`src/hdl/bfgiv_pkg.sv`:
```
// ============================================================================
// bfgiv_pkg
// Shared types, register indexes and mode codes for the bfloat16
// modified Givens apply unit.
// ============================================================================
package bfgiv_pkg;

   localparam int CsrIdxWidth  = 3;
   localparam int CsrDataWidth = 16;

   localparam logic [CsrIdxWidth-1:0] CSR_MODE = 3'd0;
   localparam logic [CsrIdxWidth-1:0] CSR_H11  = 3'd1;
   localparam logic [CsrIdxWidth-1:0] CSR_H12  = 3'd2;
   localparam logic [CsrIdxWidth-1:0] CSR_H21  = 3'd3;
   localparam logic [CsrIdxWidth-1:0] CSR_H22  = 3'd4;

   localparam logic [1:0] MODE_FULL    = 2'd0;
   localparam logic [1:0] MODE_UNIT_DG = 2'd1;
   localparam logic [1:0] MODE_UNIT_OD = 2'd2;
   localparam logic [1:0] MODE_IDENT   = 2'd3;

   localparam logic [15:0] BF_ONE  = 16'h3F80;
   localparam logic [15:0] BF_MONE = 16'hBF80;
   localparam logic [15:0] BF_QNAN = 16'h7FC0;

   typedef struct packed {
      logic [15:0] x_value;
      logic [15:0] y_value;
      logic        last_pair;
   } req_type;

   typedef struct packed {
      logic [15:0] x_result;
      logic [15:0] y_result;
      logic        last_pair_out;
   } rsp_type;

   // unpacked floating value: class flags, sign, exponent, significand
   typedef struct packed {
      logic        nan;
      logic        inf;
      logic        zero;
      logic        sign;
      logic signed [10:0] exp;
      logic [15:0] sig;
   } prod_type;

   // Round a positive value sig * 2^(exp - 15) (sig normalized with msb at bit 15
   // or zero) to bfloat16 with round to nearest even, subnormals kept.
   function automatic logic [15:0] bf_round(input logic sign,
                                            input logic signed [10:0] exp,
                                            input logic [15:0] sig,
                                            input logic sticky);
      logic [4:0]  shift;
      logic [24:0] ext;
      logic [24:0] shifted;
      logic        stk;
      logic [8:0]  q;
      logic        g;
      logic        rb;
      logic [15:0] r;
      logic signed [11:0] bexp;
      ext   = {sig, 8'd0, sticky};
      bexp  = 12'(exp) + 12'sd127;
      shift = 5'd0;
      if (bexp < 12'sd1) begin
         if (bexp < -12'sd20) shift = 5'd22;
         else shift = 5'(12'sd1 - bexp);
         bexp = 12'sd0;
      end
      shifted = ext >> shift;
      stk = |(ext & ~({25{1'b1}} << shift));
      q  = {1'b0, shifted[24:17]};
      g  = shifted[16];
      rb = (|shifted[15:0]) | stk;
      if (g && (rb || q[0])) q = q + 9'd1;
      if (bexp == 12'sd0) begin
         r = {sign, 7'd0, q[7:0]};
         if (q[8]) r = {sign, 8'd1, 7'd0};
         else if (q[7]) r = {sign, 8'd1, q[6:0]};
      end else begin
         if (q[8]) begin
            bexp = bexp + 12'sd1;
            q = 9'h080;
         end
         if (bexp >= 12'sd255) r = {sign, 15'h7F80};
         else r = {sign, bexp[7:0], q[6:0]};
      end
      if (sig == 16'd0) r = {sign, 15'd0};
      return r;
   endfunction

endpackage

```
`src/hdl/bfgiv_mul.sv`:
```
// ============================================================================
// bfgiv_mul
// Registered bfloat16 multiplier with round to nearest even.
// ============================================================================
module bfgiv_mul
   import bfgiv_pkg::*;
(
   input  logic        clock,
   input  logic        en,
   input  logic [15:0] a,
   input  logic [15:0] b,
   output logic [15:0] p
);
   logic [15:0] p_ff;
   logic [15:0] p_in;
   logic [15:0] prod;
   logic [7:0]  ma;
   logic [7:0]  mb;
   logic signed [10:0] ea;
   logic signed [10:0] eb;
   logic [3:0]  lz_a;
   logic [3:0]  lz_b;
   logic        sg;
   logic        a_nan;
   logic        b_nan;
   logic        a_inf;
   logic        b_inf;
   logic        a_zero;
   logic        b_zero;
   logic [15:0] norm;
   logic signed [10:0] e;

   always_comb begin
      a_nan  = (a[14:7] == 8'hFF) && (a[6:0] != 7'd0);
      b_nan  = (b[14:7] == 8'hFF) && (b[6:0] != 7'd0);
      a_inf  = (a[14:7] == 8'hFF) && (a[6:0] == 7'd0);
      b_inf  = (b[14:7] == 8'hFF) && (b[6:0] == 7'd0);
      a_zero = a[14:0] == 15'd0;
      b_zero = b[14:0] == 15'd0;
      sg     = a[15] ^ b[15];
      ma = (a[14:7] == 8'd0) ? {1'b0, a[6:0]} : {1'b1, a[6:0]};
      mb = (b[14:7] == 8'd0) ? {1'b0, b[6:0]} : {1'b1, b[6:0]};
      ea = (a[14:7] == 8'd0) ? -11'sd126 : 11'(a[14:7]) - 11'sd127;
      eb = (b[14:7] == 8'd0) ? -11'sd126 : 11'(b[14:7]) - 11'sd127;
      lz_a = 4'd0;
      lz_b = 4'd0;
      for (int i = 0; i < 8; i++) begin
         if (ma[i]) lz_a = 4'(7 - i);
         if (mb[i]) lz_b = 4'(7 - i);
      end
      ma = ma << lz_a;
      mb = mb << lz_b;
      prod = ma * mb;
      e = ea + eb - 11'(lz_a) - 11'(lz_b);
      if (prod[15]) begin
         norm = prod;
         e    = e + 11'sd1;
      end else begin
         norm = {prod[14:0], 1'b0};
      end
      if (a_nan || b_nan || (a_inf && b_zero) || (b_inf && a_zero)) p_in = BF_QNAN;
      else if (a_inf || b_inf) p_in = {sg, 15'h7F80};
      else if (a_zero || b_zero) p_in = {sg, 15'd0};
      else p_in = bf_round(sg, e, norm, 1'b0);
   end

   always_ff @(posedge clock) begin
      if (en) p_ff <= p_in;
   end

   assign p = p_ff;
endmodule

```
`src/hdl/bfgiv_add.sv`:
```
// ============================================================================
// bfgiv_add
// Two-stage bfloat16 adder: align and add, then normalize and round.
// ============================================================================
module bfgiv_add
   import bfgiv_pkg::*;
(
   input  logic        clock,
   input  logic        en,
   input  logic [15:0] a,
   input  logic [15:0] b,
   output logic [15:0] s
);
   typedef struct packed {
      logic        special;
      logic [15:0] spec_val;
      logic        sign;
      logic signed [10:0] exp;
      logic [19:0] mag;
      logic        sticky;
      logic        exact_zero_neg;
   } sum_type;

   sum_type     st_ff;
   sum_type     st_in;
   logic [15:0] s_ff;
   logic [15:0] s_in;

   logic [15:0] big;
   logic [15:0] sml;
   logic [7:0]  ebig;
   logic [7:0]  esml;
   logic [7:0]  mbig;
   logic [7:0]  msml;
   logic [7:0]  d;
   logic [19:0] abig;
   logic [19:0] asml;
   logic [19:0] shifted;
   logic        stk;
   logic        a_nan;
   logic        b_nan;
   logic        a_inf;
   logic        b_inf;

   always_comb begin
      a_nan = (a[14:7] == 8'hFF) && (a[6:0] != 7'd0);
      b_nan = (b[14:7] == 8'hFF) && (b[6:0] != 7'd0);
      a_inf = (a[14:7] == 8'hFF) && (a[6:0] == 7'd0);
      b_inf = (b[14:7] == 8'hFF) && (b[6:0] == 7'd0);
      if (a[14:0] >= b[14:0]) begin
         big = a;
         sml = b;
      end else begin
         big = b;
         sml = a;
      end
      ebig = (big[14:7] == 8'd0) ? 8'd1 : big[14:7];
      esml = (sml[14:7] == 8'd0) ? 8'd1 : sml[14:7];
      mbig = {big[14:7] != 8'd0, big[6:0]};
      msml = {sml[14:7] != 8'd0, sml[6:0]};
      d    = ebig - esml;
      abig = {2'b00, mbig, 10'd0};
      asml = {2'b00, msml, 10'd0};
      if (d > 8'd19) begin
         shifted = 20'd0;
         stk     = msml != 8'd0;
      end else begin
         shifted = asml >> d[4:0];
         stk     = |(asml & ~({20{1'b1}} << d[4:0]));
      end
      st_in = '0;
      st_in.sign   = big[15];
      st_in.exp    = 11'(ebig) - 11'sd127;
      st_in.sticky = stk;
      st_in.exact_zero_neg = a[15] & b[15];
      if (a[15] == b[15]) st_in.mag = abig + shifted;
      else st_in.mag = abig - shifted - 20'(stk);
      if (a_nan || b_nan || (a_inf && b_inf && (a[15] != b[15]))) begin
         st_in.special  = 1'b1;
         st_in.spec_val = BF_QNAN;
      end else if (a_inf || b_inf) begin
         st_in.special  = 1'b1;
         st_in.spec_val = a_inf ? a : b;
      end
   end

   logic [19:0] nm;
   logic [4:0]  lz;
   logic signed [10:0] ne;

   always_comb begin
      lz = 5'd0;
      for (int i = 0; i < 20; i++) begin
         if (st_ff.mag[i]) lz = 5'(19 - i);
      end
      nm = st_ff.mag << lz;
      // value = mag * 2^(exp - 17); bf_round takes sig msb weight 2^exp
      ne = st_ff.exp + 11'sd2 - 11'(lz);
      if (st_ff.special) s_in = st_ff.spec_val;
      else if (st_ff.mag == 20'd0) s_in = {st_ff.exact_zero_neg, 15'd0};
      else s_in = bf_round(st_ff.sign, ne, nm[19:4], (|nm[3:0]) | st_ff.sticky);
   end

   always_ff @(posedge clock) begin
      if (en) begin
         st_ff <= st_in;
         s_ff  <= s_in;
      end
   end

   assign s = s_ff;
endmodule

```
`src/hdl/bf16_modified_givens_apply_unit.sv`:
```
// ============================================================================
// bf16_modified_givens_apply_unit
// Applies a modified Givens transform to a stream of bfloat16 (x, y) pairs.
// ============================================================================
// Usage:
//   req_* carries one (x, y, last) beat; rsp_* returns one transformed beat
//   per request, in order. csr_* writes mode and the four coefficients;
//   write only while no beat is in flight.
//   rsp_valid rises once a beat has passed the multiply, align and add,
//   normalize and round, and output register stages.
//   Throughput: one beat per cycle while the output is not stalled; the
//   four-stage pipeline with a valid bit per stage sets this figure.
//   Reset clears all stage valids and sets identity mode, coefficients zero.
//   When the output stage is full and rsp_ready is low the whole pipeline
//   holds; req_ready drops only then, so nothing is lost.
//   Identity passes x and y unchanged; unit modes substitute +1 or -1
//   coefficients into the shared multiply-add datapath, full mode none.
// ============================================================================
module bf16_modified_givens_apply_unit
   import bfgiv_pkg::*;
(
   input  logic                    clock,
   input  logic                    reset,
   input  logic                    req_valid,
   output logic                    req_ready,
   input  req_type                 req_data,
   output logic                    rsp_valid,
   input  logic                    rsp_ready,
   output rsp_type                 rsp_data,
   input  logic                    csr_write,
   input  logic [CsrIdxWidth-1:0]  csr_index,
   input  logic [CsrDataWidth-1:0] csr_wdata
);
   localparam int Depth = 4;

   logic [1:0]  mode_ff;
   logic [15:0] h11_ff;
   logic [15:0] h12_ff;
   logic [15:0] h21_ff;
   logic [15:0] h22_ff;
   logic [Depth-1:0] vld_ff;
   logic [Depth-1:0] vld_in;
   logic [Depth-1:0] last_ff;
   logic [Depth-1:0] iden_ff;
   logic [15:0] px_ff [Depth-1];
   logic [15:0] py_ff [Depth-1];
   logic        adv;
   logic [15:0] c11;
   logic [15:0] c12;
   logic [15:0] c21;
   logic [15:0] c22;
   logic [15:0] m11;
   logic [15:0] m12;
   logic [15:0] m21;
   logic [15:0] m22;
   logic [15:0] sx;
   logic [15:0] sy;

   always_ff @(posedge clock) begin
      if (reset) begin
         mode_ff <= MODE_IDENT;
         h11_ff  <= '0;
         h12_ff  <= '0;
         h21_ff  <= '0;
         h22_ff  <= '0;
      end else if (csr_write) begin
         unique case (csr_index)
            CSR_MODE: mode_ff <= csr_wdata[1:0];
            CSR_H11:  h11_ff  <= csr_wdata;
            CSR_H12:  h12_ff  <= csr_wdata;
            CSR_H21:  h21_ff  <= csr_wdata;
            CSR_H22:  h22_ff  <= csr_wdata;
            default: ;
         endcase
      end
   end

   always_comb begin
      c11 = h11_ff;
      c12 = h12_ff;
      c21 = h21_ff;
      c22 = h22_ff;
      unique case (mode_ff)
         MODE_UNIT_DG: begin
            c11 = BF_ONE;
            c22 = BF_ONE;
         end
         MODE_UNIT_OD: begin
            c12 = BF_ONE;
            c21 = BF_MONE;
         end
         default: ;
      endcase
   end

   assign adv       = !vld_ff[Depth-1] || rsp_ready;
   assign req_ready = adv;

   bfgiv_mul u_m11 (.clock(clock), .en(adv), .a(req_data.x_value), .b(c11), .p(m11));
   bfgiv_mul u_m12 (.clock(clock), .en(adv), .a(req_data.y_value), .b(c12), .p(m12));
   bfgiv_mul u_m21 (.clock(clock), .en(adv), .a(req_data.x_value), .b(c21), .p(m21));
   bfgiv_mul u_m22 (.clock(clock), .en(adv), .a(req_data.y_value), .b(c22), .p(m22));
   bfgiv_add u_ax  (.clock(clock), .en(adv), .a(m11), .b(m12), .s(sx));
   bfgiv_add u_ay  (.clock(clock), .en(adv), .a(m21), .b(m22), .s(sy));

   assign vld_in = {vld_ff[Depth-2:0], req_valid};

   always_ff @(posedge clock) begin
      if (reset) vld_ff <= '0;
      else if (adv) vld_ff <= vld_in;
   end

   always_ff @(posedge clock) begin
      if (adv) begin
         last_ff <= {last_ff[Depth-2:0], req_data.last_pair};
         iden_ff <= {iden_ff[Depth-2:0], mode_ff == MODE_IDENT};
         px_ff[0] <= req_data.x_value;
         py_ff[0] <= req_data.y_value;
         for (int i = 1; i < Depth - 1; i++) begin
            px_ff[i] <= px_ff[i-1];
            py_ff[i] <= py_ff[i-1];
         end
         rsp_data.x_result      <= iden_ff[Depth-2] ? px_ff[Depth-2] : sx;
         rsp_data.y_result      <= iden_ff[Depth-2] ? py_ff[Depth-2] : sy;
         rsp_data.last_pair_out <= last_ff[Depth-2];
      end
   end

   assign rsp_valid = vld_ff[Depth-1];
endmodule

```
`config.mk`:
```
export PLATFORM = sky130hd
export DESIGN_NAME = bf16_modified_givens_apply_unit
export DESIGN_NICKNAME = d
export VERILOG_FILES = /design/src/hdl/bfgiv_pkg.sv /design/src/hdl/bfgiv_mul.sv /design/src/hdl/bfgiv_add.sv /design/src/hdl/bf16_modified_givens_apply_unit.sv
export SDC_FILE = /design/constraint.sdc
export NUM_CORES = 2
export LEC_CHECK = 0
export BUFFER_PORTS_ARGS = -buffer_cell sky130_fd_sc_hd__buf_4
export CORE_MARGIN = 2
export CORE_UTILIZATION = 50
export DETAILED_ROUTE_END_ITERATION = 7
export HOLD_SLACK_MARGIN = 0.02
export PLACE_DENSITY_LB_ADDON = 0.2
export SLEW_MARGIN = 20
export SYNTH_ARGS = -nofsm -noshare
export SYNTH_HDL_FRONTEND = slang
export SYNTH_SLANG_ARGS = --single-unit
```
`constraint.sdc`:
```
create_clock -name clock -period 16.8 [get_ports clock]
set_clock_uncertainty 0.2 [all_clocks]
set_input_delay 0.84 -clock clock [delete_from_list [all_inputs] [get_ports clock]]
set_output_delay 0.84 -clock clock [all_outputs]
set_load 0.01 [all_outputs]
```
# --- Word level (Yosys, flattened, before mapping) ---
# Memories as Yosys holds them, arrays and structs flattened.
# Index checks and enable logic that the tools add are counted.
totals:
  mem_count: 2
  ff_bits: 307
  input_bits: 57
  word_cells: 648
  mem_bits_rw: 96
  out_inout_bits: 35
op_classes:
  order_cmp: 22
  eq_ne: 21
  multipliers: 4
  addsub: 60
  n_reduce_logical: 160
  n_shift: 24
  muxes: 282
  bitwise: 32
mem_list:
  columns: ["name", "depth", "width", "read_ports", "rd_ports_with_merged_regs", "wr", "line", "text"]
  rows:
  - ["px_ff", 3, 16, 3, 0, 3, "bf16_modified_givens_apply_unit.sv:45", "logic [15:0] px_ff [Depth-1];"]
  - ["py_ff", 3, 16, 3, 0, 3, "bf16_modified_givens_apply_unit.sv:46", "logic [15:0] py_ff [Depth-1];"]
op_table:
  columns: ["op", "count"]
  rows:
  - ["12-bit two-way mux", 50]
  - ["15-bit two-way mux", 24]
  - ["5-bit two-way mux", 68]
  - ["16-bit two-way mux", 18]
  - ["9-bit two-way mux", 22]
  - ["8-bit two-way mux", 22]
  - ["25-bit bitwise AND", 6]
  - ["25-bit NOT", 6]
  - ["25-bit OR reduction", 6]
  - ["25-bit by 5-bit left shift with 25-bit output (first input constant)", 6]
  - ["25-bit by 5-bit >> shifter with 25-bit output", 6]
  - ["3-bit two-way mux", 48]
  - ["11-bit two-way mux", 10]
  - ["16-bit logical NOT", 6]
  - ["16-bit OR reduction", 6]
  - ["15-bit logical NOT", 6]
  - ["8-bit == test (second input constant)", 10]
  - ["8-bit logical NOT", 10]
  - ["20-bit two-way mux", 4]
  - ["11-bit by 8-bit adder with 12-bit output (second input constant)", 6]
  - ["12-bit by 2-bit adder with 12-bit output (second input constant)", 6]
  - ["12-bit by 9-bit >= comparator with 1-bit output (second input constant)", 6]
  - ["12-bit logical NOT", 6]
  - ["12-bit by 2-bit less-than comparator with 1-bit output (second input constant)", 6]
  - ["other kinds (48)", 241]

# --- Logic depth before layout (Yosys ltp) ---
depth:
  ltp_word: 47
  mapped_depth: 63
  depth_no_buf: 58

# --- Modules after synthesis ---
# Synthesis repeated with hierarchy kept, for this count alone.
hier_totals:
  cells_unflattened: 7064
  area_unflattened_um2: 56953.4
modules_own_cells:
  columns: ["mod", "seq_area_each_um2", "n_inst", "area_per_inst_um2", "cells_per_inst"]
  rows:
  - ["bfgiv_add (u_ay)", 1951.9, 1, 9838.2, 1230]
  - ["bfgiv_add (u_ax)", 1951.9, 1, 9644.2, 1231]
  - ["bfgiv_mul (u_m22)", 480.5, 1, 7775.0, 1081]
  - ["bfgiv_mul (u_m11)", 480.5, 1, 7588.5, 999]
  - ["bf16_modified_givens_apply_unit", 5455.2, 1, 7440.9, 554]
  - ["bfgiv_mul (u_m12)", 480.5, 1, 7440.9, 994]
  - ["bfgiv_mul (u_m21)", 480.5, 1, 7225.7, 975]

# --- Worst setup path after synthesis ---
# No wires, ideal clock.
synth_timing:
  path_type: "register to register"
  start: "register mode_ff[0]"
  end: "register u_m11.p_ff[6] (netlist: u_m11.p[6]), data pin"
  slack_ps: 2425
  arrival_ps: 13995
  synth_period_minus_slack_ps: 14375
  required_ps: 16420
  path_buffers: 7
  stages_incl_launch_ff: 61
  path_cell_list: "dfxtp_1 nor2b_1 clkbuf_1 clkbuf_1 clkbuf_1 nor2_1 ha_1 and2_0 clkbuf_1 o21ai_1 mux2i_1 nor2_1 a2111oi_0 or2_2 fa_1 fa_1 inv_1 fa_1 (+25 left out) ha_1 clkbuf_1 inv_1 nor3_2 o21ai_4 a221oi_1 o21ai_0 o211ai_1 and2_1 ha_1 inv_1 a2111oi_4 nand4b_4 or4b_1 o21ai_2 a31oi_2 a311o_2 o41ai_2"
synth_between:
  elab_chain_len: 43
  elab_cells_between_ends: 79
  classes_between: "add/sub (9); mul (1); order compare (3); eq/ne (2); shift (3); mux (39); bitwise (3); reduce/logical (19)"
synth_rtl:
  columns: ["element", "line", "text"]
  rows:
  - ["start, declared", "bf16_modified_givens_apply_unit.sv:36", "logic [1:0] mode_ff;"]
  - ["start signal, assigned", "bf16_modified_givens_apply_unit.sv:68", "CSR_MODE: mode_ff <= csr_wdata[1:0];"]
  - ["2-bit by 1-bit == test with 1-bit output *", "bf16_modified_givens_apply_unit.sv:83", "unique case (mode_ff)"]
  - ["16-bit two-way mux *", "bf16_modified_givens_apply_unit.sv:83", null]
  - ["branches (longest 41 deep; another with 11-bit by 8-bit adder with 12-bit output)", null, null]
  - ["end signal, assigned", "bfgiv_mul.sv:68", "if (en) p_ff <= p_in;"]
  - ["end, declared", "bfgiv_mul.sv:14", "logic [15:0] p_ff;"]
# Every way passes the cells marked *. The select of a mux whose other input is x is not followed.
# A chain may end at the register's enable or synchronous reset.

# --- Worst setup path in the final report ---
layout_timing:
  start: "input port req_data[28] in the netlist's numbering"
  end: "register u_m11.p_ff[6] (netlist: u_m11.p[6]), data pin"
layout_between:
  elab_chain_len: 36
  elab_cells_between_ends: 68
  classes_between: "add/sub (9); mul (1); order compare (3); eq/ne (1); shift (3); mux (31); bitwise (3); reduce/logical (17)"
layout_rtl:
  columns: ["element", "line", "text"]
  rows:
  - ["start, declared", "bf16_modified_givens_apply_unit.sv:26", "input req_type req_data,"]
  - ["8-bit by 7-bit subtractor with 9-bit output or 8-bit logical NOT (tied branches)", "bfgiv_mul.sv:43, bfgiv_mul.sv:41", null]
  - ["11-bit two-way mux or 8-bit two-way mux (tied branches)", "bfgiv_mul.sv:43, bfgiv_mul.sv:41", null]
  - ["11-bit adder or 3-bit two-way mux (tied branches)", "bfgiv_mul.sv:54, bfgiv_mul.sv:48", null]
  - ["11-bit by 4-bit subtractor with 11-bit output", "bfgiv_mul.sv:54", "e = ea + eb - 11'(lz_a) - 11'(lz_b);"]
  - ["11-bit by 3-bit subtractor with 11-bit output", "bfgiv_mul.sv:54", null]
  - ["11-bit by 2-bit adder with 11-bit output", "bfgiv_mul.sv:57", "e = e + 11'sd1;"]
  - ["11-bit two-way mux", "bfgiv_mul.sv:55", "if (prod[15]) begin"]
  - ["11-bit by 8-bit adder with 12-bit output", "bfgiv_pkg.sv:64", "bexp = 12'(exp) + 12'sd127;"]
  - ["(+20 left out)", null, null]
  - ["12-bit two-way mux", "bfgiv_mul.sv:62", "else if (a_inf || b_inf) p_in = {sg, 15'h7F80};"]
  - ["12-bit two-way mux", "bfgiv_mul.sv:61", "if (a_nan || b_nan || (a_inf && b_zero) || (b_inf && a_zero)) p_in = BF_QNAN;"]
  - ["12-bit by 9-bit >= comparator with 1-bit output", "bfgiv_pkg.sv:86", "if (bexp >= 12'sd255) r = {sign, 15'h7F80};"]
  - ["15-bit two-way mux", "bfgiv_pkg.sv:86", null]
  - ["15-bit two-way mux", "bfgiv_pkg.sv:77", "if (bexp == 12'sd0) begin"]
  - ["15-bit two-way mux", "bfgiv_pkg.sv:89", "if (sig == 16'd0) r = {sign, 15'd0};"]
  - ["15-bit two-way mux", "bfgiv_mul.sv:63", "else if (a_zero || b_zero) p_in = {sg, 15'd0};"]
  - ["7-bit two-way mux", "bfgiv_mul.sv:62", null]
# Parallel ways exist; a longest one is shown, timed or not. The select of a mux whose other input is x is not followed.

==> flow_summary.json <==
{
  "avgSynthCellArea_um2": 7.84,
  "clk_path_buf_depth": 3,
  "synth_seq_cells": 399,
  "synth-xor-area-share_pct": 5.89,
  "crit_slowest_cell": "ha_1",
  "synth_cells": 6901,
  "die-width_um": 333,
  "ys_seq_area_share_pct": 20.9,
  "grt_first_pass_wirelength_mm": 259,
  "layout_commonest_cell": "nor2_1",
  "worst-endpoint-arrival_ns": 15.92,
  "pin_count": 92,
  "timing.rr.end": "u_m21.p[12]",
  "finalCritPeriodShare_pct": 93.1,
  "cp_max_fo": 20,
  "placed_cell_area_um2": 55900,
  "dp_slack_ns": 0.600,
  "num_rows": 120,
  "hold_path_end": "last_ff[0]",
  "design_area_um2": 57600,
  "synth_fa_ha_area_share_pct": 16.0,
  "cts.htree.levels": 2,
  "layout-drive-gt1-share_pct": 7.89,
  "overflow": 0,
  "synth-simple-area-share_pct": 23.7,
  "cp.required_ns": 17.07,
  "r2r.worst_path.cells": 50,
  "post_cts_buffers": 0,
  "path_class": "input pin to flop",
  "max_stage_delay_ns": 0.63,
  "holdBufCountCts": 0,
  "clk_pin_slew_worst_paths_ns": 0.06,
  "ys_types": 131,
  "rsz0062_at_grt": "false",
  "fin_nets": 7478,
  "min_path_type": "input pin to flop",
  "cts-root-buf": "clkbuf_16",
  "synth_flop_cell": "edfxtp_1",
  "start_util_pct": 50.5,
  "drt_wl_total_mm": 163,
  "fin_setup_tns_ns": 0,
  "cts_buffers": 47,
  "port_buffers": 91,
  "yosys_warnings": 0,
  "critPathLaunchType": "input pin",
  "cts-resized-gates": 0,
  "max_freq_mhz": 63.9,
  "drtPass1Iterations": 6,
  "ant_nets": 0,
  "slew_headroom_pct": 27.9,
  "grt_pass1_vias": 47200,
  "synth_area_um2": 54100,
  "final_cell_mix": "nor2_1 (782), nand2_1 (714), inv_1 (542)",
  "cts_tree": "yes",
  "whs_path_depth": 1,
  "end_kind": "flop",
  "core_um2": 107000,
  "synth_top_family_by_area": "simple AND/OR/NAND/NOR gates",
  "final_util_pct": 53.7,
  "finalSetupViolCount": 0,
  "clock-sinks": 399,
  "hold_start": "req_data[0]",
  "area_growth_pct": 6.47,
  "rr_startpoint": "mode_ff[0]",
  "dp_hpwl_mm": 129,
  "detail_route.vias_per_cell": 6.26,
  "synth-compound-area-share_pct": 23.0,
  "gp_congestion": 0.954,
  "timing.max_cap.violations": 0,
  "hold_viol_final": 0,
  "drc_errors": 0,
  "async_flop_share_pct": 0,
  "outcome": "complete, no violations",
  "antenna_found_initial": 8,
  "drv_slew": 0,
  "synth_edf_count": 329,
  "via_count": 51800,
  "drt_iter0_drc": 5146,
  "tightest_slew_ns": 1.07,
  "synthMuxAreaShare_pct": 4.51,
  "die_y_um": 333,
  "grt_util_all_layers_pct": 28.4,
  "wl_per_cell_um": 19.7,
  "setup_ws_ns": 1.15,
  "insertion_delay_ns": 0.65,
  "grt_max_degree": 93,
  "period_minus_slack_ns": 15.65,
  "r2r_setup_slack_ns": 1.21,
  "die_area_um2": 111000
}
flip-flops by register name (all words and copies together) (netlist names), 4 cells and up:
signal      cells
h11_ff         16
h12_ff         16
h21_ff         16
h22_ff         16
px_ff          48
py_ff          48
rsp_data       33
u_ax.s         16
u_ax.st_ff     49
u_ay.s         16
u_ay.st_ff     49
u_m11.p        16
u_m12.p        16
u_m21.p        16
u_m22.p        16
vld_ff          4
synth_stat cells, drive strengths merged (28+ instances only):
cell type    n  area (um^2)
nor2b       43          269
nor3       201         1030
clkbuf     221          842
a21oi      470         2370
fa         178         3560
or3         48          300
o31ai       48          379
and3        83          519
ha         408         5100
nor4        94          653
nand2      717         2700
a31oi       78          513
o21a        54          413
a311oi      33          295
nand3      268         1350
mux2        64          721
nor2       786         2960
mux2i      145         1450
inv        545         2050
dfxtp       70         1400
a2111oi     38          384
a22oi       28          210
xnor2      224         1980
and2        67          419
or4         30          233
edfxtp     329         9880
a21o       130          976
nand2b      63          394
o21bai      38          285
xor2       132         1190
buf         51          312
a211oi      99          791
o21ai      374         1890
or2        110          688
nand4       77          488
o211ai      70          541
how the worst max path moves through the flow:
stage / from / end / slack, ns / cells after the start
after floorplan: mode_ff[0] / u_m11.p[6] / 2.43 / 60
after global placement: req_data[28] / u_m21.p[7] / 1.16 / 48
after detailed placement: req_data[28] / u_m11.p[6] / 0.60 / 54
after CTS: h11_ff[10] / u_m11.p[6] / 1.23 / 52
after global routing: req_data[28] / u_m11.p[11] / 0.007 / 54
final: req_data[28] / u_m11.p[6] / 1.15 / 54
worst max-delay path: cells and delay by family:
family	cells	cell delay, ns
AND/OR/NAND/NOR	22	6.53
buffers and inverters	7	0.94
adder cells (fa/ha/maj)	8	3.44
multiplexers	3	0.72
AO/OA/AOI/OAI	14	3.42
through the flow:
stage | instances | hold WS, ns
global route | 8276 | 0.174
CTS | 8276 | 0.157
global placement | 8189 | 0.202
floorplan | 6912 | 0.200
finish | 8277 | 0.204
detailed placement | 8189 | 0.205
area by class of cell:
type,instances,area [um^2]
Clock inverter,30,365
Sequential cell,399,11300
Timing Repair Buffer,147,1110
Tap cell,1403,1760
Clock buffer,57,1290
Multi-Input combinational cell,5689,39700
Antenna cell,1,2.50
Inverter,551,2080
Fill cell,10300,49600
logic make-up after synthesis:
group                    count (synthesis)
other                                    1
AO/OA/AOI/OAI                         1830
AND/OR/NAND/NOR                       2682
adder cells (fa/ha/maj)                587
multiplexers                           221
XOR/XNOR                               357
buffers and inverters                  824
flip-flops                             399
layer usage:
layer / up-vias / track usage (%) / routed length [um]
li1: 25000 / - / -
met1: 24600 / 42.2 / 76400
met2: 1994 / 42.9 / 69900
met3: 280 / 3.63 / 12200
met4: 0 / 7.76 / 4340
met5: - / 0 / 0
Power is not shown: default switching activity piles up to over one toggle a cycle in this logic, so the estimate is an artifact.
